### src/rtl/core/rlf_pkg.sv
package rlf_pkg;

  // Sizes fixed by the item fields
  localparam int VID_W            = 6;
  localparam int COLOR_W          = 6;
  localparam int NV_W             = 7;
  localparam int ROW_LIMIT        = 64;
  localparam int MAX_VERTICES_DEF = 64;
  localparam int NV_RESET         = 64;

  // Configuration port
  localparam int CFG_DATA_W = 32;
  localparam int CFG_ADDR_W = 2;
  localparam logic [CFG_ADDR_W-1:0] REG_NUM_VERTICES = 2'd0;

  // Request kinds
  localparam logic KIND_EDGE   = 1'b0;
  localparam logic KIND_FINISH = 1'b1;

  typedef enum logic [3:0] {
    ST_IDLE,
    ST_EDGE_RDA,
    ST_EDGE_WRA,
    ST_EDGE_WRB,
    ST_START,
    ST_CLASS,
    ST_SCAN,
    ST_COLOR,
    ST_NBR,
    ST_NBR_RD,
    ST_NBR_INC,
    ST_EMIT_RD,
    ST_EMIT_LD,
    ST_EMIT_HOLD
  } state_t;

  typedef enum logic [4:0] {
    OP_NONE,
    OP_ACCEPT,
    OP_EDGE_RDA,
    OP_EDGE_WRA,
    OP_EDGE_WRB,
    OP_START,
    OP_CLASS_INIT,
    OP_SCAN_INIT,
    OP_SCAN_STEP,
    OP_COLOR,
    OP_NBR,
    OP_NBR_RD,
    OP_NBR_INC,
    OP_NEXT_CLASS,
    OP_EMIT_INIT,
    OP_EMIT_RD,
    OP_EMIT_LD,
    OP_EMIT_NEXT,
    OP_CLEAR
  } op_t;

  typedef struct packed {
    op_t  op;
    logic in_ready;
  } cmd_t;

  typedef struct packed {
    logic edge_ok;
    logic uncolored_zero;
    logic unlinked_zero;
    logic scan_last;
    logic pend_zero;
    logic emit_done;
    logic out_taken;
  } stat_t;

endpackage

### src/rtl/core/rlf_ctrl.sv
module rlf_ctrl (
  input  logic          clk,
  input  logic          rst_n,
  input  logic          in_valid,
  input  logic          in_kind,
  input  rlf_pkg::stat_t stat,
  output rlf_pkg::cmd_t  cmd
);
  import rlf_pkg::*;

  state_t state_r;
  state_t state_nxt;

  // state register
  always_ff @(posedge clk) begin
    if (!rst_n) begin
      state_r <= ST_IDLE;
    end else begin
      state_r <= state_nxt;
    end
  end

  // next state and commands
  always_comb begin
    state_nxt    = state_r;
    cmd.op       = OP_NONE;
    cmd.in_ready = 1'b0;
    case (state_r)
      ST_IDLE: begin
        cmd.in_ready = 1'b1;
        if (in_valid) begin
          cmd.op    = OP_ACCEPT;
          state_nxt = (in_kind == KIND_FINISH) ? ST_START : ST_EDGE_RDA;
        end
      end
      ST_EDGE_RDA: begin
        cmd.op    = OP_EDGE_RDA;
        state_nxt = stat.edge_ok ? ST_EDGE_WRA : ST_IDLE;
      end
      ST_EDGE_WRA: begin
        cmd.op    = OP_EDGE_WRA;
        state_nxt = ST_EDGE_WRB;
      end
      ST_EDGE_WRB: begin
        cmd.op    = OP_EDGE_WRB;
        state_nxt = ST_IDLE;
      end
      ST_START: begin
        cmd.op    = OP_START;
        state_nxt = ST_CLASS;
      end
      ST_CLASS: begin
        if (stat.uncolored_zero) begin
          cmd.op    = OP_EMIT_INIT;
          state_nxt = ST_EMIT_RD;
        end else begin
          cmd.op    = OP_CLASS_INIT;
          state_nxt = ST_SCAN;
        end
      end
      ST_SCAN: begin
        cmd.op = OP_SCAN_STEP;
        if (stat.scan_last) state_nxt = ST_COLOR;
      end
      ST_COLOR: begin
        cmd.op    = OP_COLOR;
        state_nxt = ST_NBR;
      end
      ST_NBR: begin
        cmd.op    = OP_NBR;
        state_nxt = ST_NBR_RD;
      end
      ST_NBR_RD: begin
        if (!stat.pend_zero) begin
          cmd.op    = OP_NBR_RD;
          state_nxt = ST_NBR_INC;
        end else if (stat.unlinked_zero) begin
          cmd.op    = OP_NEXT_CLASS;
          state_nxt = ST_CLASS;
        end else begin
          cmd.op    = OP_SCAN_INIT;
          state_nxt = ST_SCAN;
        end
      end
      ST_NBR_INC: begin
        cmd.op    = OP_NBR_INC;
        state_nxt = ST_NBR_RD;
      end
      ST_EMIT_RD: begin
        if (stat.emit_done) begin
          cmd.op    = OP_CLEAR;
          state_nxt = ST_IDLE;
        end else begin
          cmd.op    = OP_EMIT_RD;
          state_nxt = ST_EMIT_LD;
        end
      end
      ST_EMIT_LD: begin
        cmd.op    = OP_EMIT_LD;
        state_nxt = ST_EMIT_HOLD;
      end
      ST_EMIT_HOLD: begin
        if (stat.out_taken) begin
          cmd.op    = OP_EMIT_NEXT;
          state_nxt = ST_EMIT_RD;
        end
      end
      default: begin
        state_nxt = ST_IDLE;
      end
    endcase
  end

endmodule

### config.mk
export PLATFORM = sky130hd
export DESIGN_NAME = rlf_ctrl
export DESIGN_NICKNAME = d
export VERILOG_FILES = /design/src/rtl/core/rlf_pkg.sv /design/src/rtl/core/rlf_ctrl.sv
export SDC_FILE = /design/constraint.sdc
export NUM_CORES = 1
export LEC_CHECK = 0
export ABC_AREA = 1
export BUFFER_PORTS_ARGS = -buffer_cell sky130_fd_sc_hd__clkbuf_2
export CORE_AREA = 2 2 45 47
export DETAILED_ROUTE_END_ITERATION = 7
export DIE_AREA = 0 0 47 49
export GPL_TIMING_DRIVEN = 1
export PLACE_DENSITY_LB_ADDON = 0.25
export SETUP_SLACK_MARGIN = 0.1
export SLEW_MARGIN = 20
export SYNTH_ARGS = -nofsm -noshare
export SYNTH_HDL_FRONTEND = slang
export SYNTH_SLANG_ARGS = --single-unit
### constraint.sdc
create_clock -name clk -period 2.07 [get_ports clk]
set_input_delay 0.3105 -clock clk [delete_from_list [all_inputs] [get_ports clk]]
set_output_delay 0.3105 -clock clk [all_outputs]
set_load 0.05 [all_outputs]
==> results of run 1 <==
## stage by stage
| stage | instances | area (um^2) |
|---|---|---|
| 6_report | 140 | 661 |
| 5_1_grt | 140 | 661 |
| 4_1_cts | 140 | 648 |
| 3_5_place_dp | 137 | 626 |
| 3_3_place_gp | 137 | 626 |
| 2_1_floorplan | 94 | 512 |
## layout make-up
type | count | area (um^2)
clock buffer | 3 | 22.5
fill | 223 | 1180
inverter | 17 | 63.8
multi-input combinational | 73 | 373
sequential | 4 | 82.6
tap | 27 | 33.8
timing repair buffer | 16 | 85.1
## tightest hold or removal path, stage by stage
cell and delay, ns:
clkbuf_2 0.08, inv_1 0.11, a21oi_2 0.04
## cell usage in the layout, fill, tap and decap left out, types with 3 or more instances in the layout
| master | instances |
|---|---|
| clkbuf_2 | 13 |
| nor2_1 | 11 |
| a21oi_1 | 6 |
| nand2_1 | 25 |
| nor2_2 | 7 |
| clkbuf_4 | 5 |
| nand2_2 | 3 |
| inv_1 | 12 |
| nand3_1 | 5 |
| inv_2 | 5 |
| o21ai_1 | 3 |
## layer usage
metal,up-vias,track usage
li1,344,-
met1,286,0.195
met2,37,0.212
met3,4,0.0444
met4,0,0.0139
met5,-,0
## kinds of logic (layout without fill, tap and decap cells)
logic type,after synthesis,count (layout),synth area share
buf+inv,17,36,0.125
compound gates,18,18,0.215
simple gates,55,55,0.504
flops,4,4,0.156
## path summary, 6_finish.rpt
path / end / cells after the start
min reg2reg: state_r[0]$_SDFFE_PN0P_ / 4
max: cmd[4] / 7
max reg2reg: state_r[1]$_SDFFE_PN0P_ / 7
min: state_r[2]$_SDFFE_PN0P_ / 3
## repair_timing
action,in CTS,in global routing
setup endpoints to repair,0,4
hold buffers,0,0
gates resized for setup,0,8
## where the power goes
| part | leakage [nW] | switching [mW] | total, mW | internal, mW |
|---|---|---|---|---|
| logic | 0.293 | 0.235 | 0.326 | 0.0918 |
| registers | 0.0334 | 0.0219 | 0.112 | 0.0906 |
| clock network | 0.0138 | 0.0313 | 0.0961 | 0.0648 |
==> metrics.cfg, run 1 <==
[run_status]
outcome=completed

[cells_and_area]
antenna_cells=0
regMostFlops=state_r
area_growth_pct=29.1
finalNetCount=126
final_util=0.359
reg.largest.list=state_r x4
drive_above_1_share=0.354
largest_register_ffs=4

[global_route]
grt_max_degree=8
grt_pass1_wl_um=2390
grtUsageTotal=0.139
grt_pass1_vias=573
overflow=0
antenna_found_initial=0

[logic_synthesis]
synth_top_area_frac=0.183
yosysSeqAreaShare=0.156
syn_nets=105
synthTopCellsByCount=25 x nand2_1, 12 x inv_1, 11 x nor2_1, 7 x nor2_2, 6 x a21oi_1
synth_edf_count=0
synth_flop_cell=dfxtp_1
ys_ff_latch=4
synth_area_leaders=nand2_1 18%, dfxtp_1 16%, inv_1 8.8%
syn_area_per_cell_um2=5.44
yosysTopAreaCell=nand2_1
synthArstFlopShare=0
ys_types=21
yosysWarnings=0
synth.cell_area_um2=512
synth.most_common_cell=nand2_1
syn_inst=94

[detailed_routing]
wl_met2_um=666
vias=671
ant_nets=0
wirelength_um=1460
dr.first_iter.drc_count=20
via_per_inst=4.79
wl_per_cell_um=10.4
met1Wirelength_um=629
wl_met3_um=149
drc_errors=0
dr.max_layer_used=met4
dr.pass1.iters=4

[sta]
fin_crit_ns=1.87
finClkSkew_ns=0.00577
fmax_mhz=535
finalSetupTns_ns=0
hold_violations=0
hold_ws_ns=0.343
worst_slack_ns=0.201
rsz0062_at_grt=false
timing.final.max_slew_violations=0
finalCritPeriodShare=0.903
tightestPinTransition_ns=0.327
report.final.setup_viol=0
slew_headroom=0.781

[worst_setup_path]
end_kind=output pin
slowest_delay_ns=0.42
crit_buf_inv=2
critPathSlowestCell=dfxtp_1
cp_top_family=flip-flops
r2r-start=state_r[1]$_SDFFE_PN0P_
cp-startpoint=state_r[3]$_SDFFE_PN0P_
r2r_slack_ns=0.76
path_cells=inv_2 > nor2_2 > nand2_2 > o21ai_1 > nor2_1 > nand2_1 > buf_2
start_kind=flip-flop
critPathMaxFanout=6
critPathArrivalTime_ns=1.56
worst-setup-path-type=flip-flop to output pin
crit_required_ns=1.76

[clock_network]
clk_latency_ns=0.23
root_buffer=clkbuf_4
clk_path_buf_depth=2
clock_sinks=4
clk_pin_slew_ns=0.04
htree_levels=1
cts_buffers=3
cts_tree=yes
cts_setup_buffers=0

[worst_hold_path]
min-delay-start=rst_n
hold_path_class=input pin to flip-flop

[placed_design]
pre_cts_ws_ns=0.380
port_buffers=16
routabilityCongestion=0.986
place_hpwl_um=1240

[floorplan]
fp.dieW_um=47
dieArea_um2=2300
initial_core_util=0.278
die_h_um=49
rows=16
fp.coreArea_um2=1840
num_io_pins=17

[pwr]
p_leak_nw=0.340
ir_drop_uv=371
total_power_uw=535
power_density_nw_per_um2=810

[job]
cap_violations=0

Note: power is estimated with default switching activity, not from simulation.
==> inputs of run 2 (changes only) <==
- ABC_AREA: 1 -> not set
- CORE_AREA: 2 2 45 47 -> 2 2 47 49
- DIE_AREA: 0 0 47 49 -> 0 0 49 51
==> metrics.cfg, run 2 <==
[global_route]
grt_pass1_wl_um=2700
antenna_found_initial=0
grt_max_degree=19
grtUsageTotal=0.133
overflow=0
grt_pass1_vias=649

[placed_design]
port_buffers=16
routabilityCongestion=0.762
place_hpwl_um=1220
pre_cts_ws_ns=0.239
dp_cells=133

[logic_synthesis]
syn_area_per_cell_um2=6.21
ys_types=29
syn_nets=102
yosysWarnings=0
synth_top_area_frac=0.142
synth_area_leaders=dfxtp_1 14%, a21oi_1 9.7%, nand2_1 8.0%
yosysSeqAreaShare=0.142
synth_flop_cell=dfxtp_1
synthTopCellsByCount=12 x nand2_1, 12 x nor2_1, 11 x a21oi_1, 5 x buf_2, 5 x nor3_1
synthArstFlopShare=0
syn_inst=91
ys_ff_latch=4
synth_edf_count=0
yosysTopAreaCell=dfxtp_1
synth.cell_area_um2=566

[cells_and_area]
final_util=0.347
area_growth_pct=26.8
final_cell_count_no_fill=136
reg.largest.list=state_r x4
drive_above_1_share=0.296
final_common_cell=clkbuf_2
regMostFlops=state_r
final_cell_mix=15 x clkbuf_2, 12 x nand2_1, 12 x nor2_1, 11 x a21oi_1, 5 x buf_4
finalNetCount=121
largest_register_ffs=4
n_fill_cell=247
antenna_cells=0

[detailed_routing]
via_per_inst=5.07
vias=690
drc_errors=0
wirelength_um=1590
dr.pass1.iters=4
wl_per_cell_um=11.7
ant_nets=0
dr.first_iter.drc_count=8

[worst_setup_path]
reg2reg_depth=6
crit_required_ns=1.76
start_kind=flip-flop
worst-setup-path-type=flip-flop to output pin
critPathArrivalTime_ns=1.54
r2r_slack_ns=0.58
end_kind=output pin
critPathMaxFanout=16
reg2reg_to=state_r[0]$_SDFFE_PN0P_
r2r-start=state_r[2]$_SDFFE_PN0P_

[clock_network]
root_buffer=clkbuf_4
clk_pin_slew_ns=0.04
clock_sinks=4
cts_hold_buf=0
htree_levels=1
clk_latency_ns=0.23
clk_path_buf_depth=2
cts_tree=yes
cts_setup_buffers=0
cts_buffers=3

[job]
cap_violations=0

[pwr]
combPwrFrac=0.717
p_sw_uw=548
ir_drop_uv=447
p_seq_frac=0.185
intPower_uw=418
swShare=0.567
p_leak_nw=0.300
power_density_nw_per_um2=1350
pwr-share-clk=0.097
total_power_uw=966

[floorplan]
rows=17
die_h_um=51
fp.coreArea_um2=2060
dieArea_um2=2500
fp.dieW_um=49
num_io_pins=17
initial_core_util=0.274

[run_status]
outcome=completed

[sta]
finalCritPeriodShare=0.896
finClkSkew_ns=0.00443
timing.final.max_slew_violations=0
finalSetupTns_ns=0
tightestPinTransition_ns=0.271
hold_violations=0
fmax_mhz=539
rsz0062_at_grt=false
fin_crit_ns=1.85
report.final.setup_viol=0
slew_headroom=0.817
worst_slack_ns=0.216

[worst_hold_path]
min-delay-start=rst_n
holdPathStages=2
hold_path_class=input pin to flip-flop
hold_end=state_r[0]$_SDFFE_PN0P_

run 2: cell count changes after synthesis, moves of 5 or more:
cell     change
nand2_1     -13
nor2_2       -7
inv_2        -5
inv_1        -8
nor3_1       +5
a21oi_1      +5
buf_2        +5
run 2: worst max path at each step:
| stage | startpoint | endpoint | depth (start not counted) |
|---|---|---|---|
| 3_5_place_dp | state_r[0]$_SDFFE_PN0P_ | cmd[3] | 6 |
| 3_3_place_gp | state_r[0]$_SDFFE_PN0P_ | cmd[3] | 6 |
| 6_report | state_r[3]$_SDFFE_PN0P_ | cmd[2] | 5 |
| 4_1_cts | state_r[1]$_SDFFE_PN0P_ | cmd[4] | 6 |
| 2_1_floorplan | state_r[2]$_SDFFE_PN0P_ | cmd[1] | 6 |
| 5_1_grt | state_r[0]$_SDFFE_PN0P_ | cmd[1] | 5 |
run 2: per-stage QoR:
| step | hold slack (ns) | area, um^2 |
|---|---|---|
| after CTS | 0.322 | 709 |
| after global placement | 0.561 | 686 |
| final | 0.327 | 717 |
| after floorplan | 0.428 | 577 |
| after global routing | 0.349 | 717 |
| after detailed placement | 0.579 | 686 |
run 2: cell type report:
class | count | area (um^2) | area share
multi-input cells | 76 | 438 | 0.611
repair buffers | 21 | 120 | 0.168
flip-flops and latches | 4 | 86.3 | 0.120
well taps | 28 | 35.0 | 0.0489
clock buffers | 3 | 22.5 | 0.0314
inverters | 4 | 15.0 | 0.0209
run 2: kinds of logic after synthesis:
group,synth area share
AO/OA/AOI/OAI,0.405
buffers and inverters,0.104
flip-flops,0.142
AND/OR/NAND/NOR,0.350
run 2: power groups by stage:
stage | combinational (mW) | sequential, mW | clock [mW]
after floorplan | 0.600 | 0.120 | 0
after global placement | 0.683 | 0.171 | 0
after detailed placement | 0.685 | 0.171 | 0
after CTS | 0.686 | 0.171 | 0.0996
after global routing | 0.758 | 0.188 | 0.102
final | 0.693 | 0.179 | 0.0942
run 2: metal layers:
| layer | wire (um) | part of all wire | track usage |
|---|---|---|---|
| met3 | 46 | 0.029 | 0.00877 |
| met5 | 0 | 0 | 0 |
| met4 | 15 | 0.0094 | 0.0714 |
| met2 | 727 | 0.46 | 0.228 |
| met1 | 804 | 0.50 | 0.168 |
run 2: worst max-delay path: stages, from the launching register on:
cell and delay [ns]:
dfxtp_1 0.44, buf_4 0.25, o211ai_1 0.11, o21a_1 0.12, o22ai_2 0.10, clkbuf_2 0.29
run 2: timing repair:
action | 4_1_cts | 5_1_grt
resized for setup | 1 | 5
endpoints found under the setup margin | 4 | 4
endpoints found under the hold margin | 0 | 0
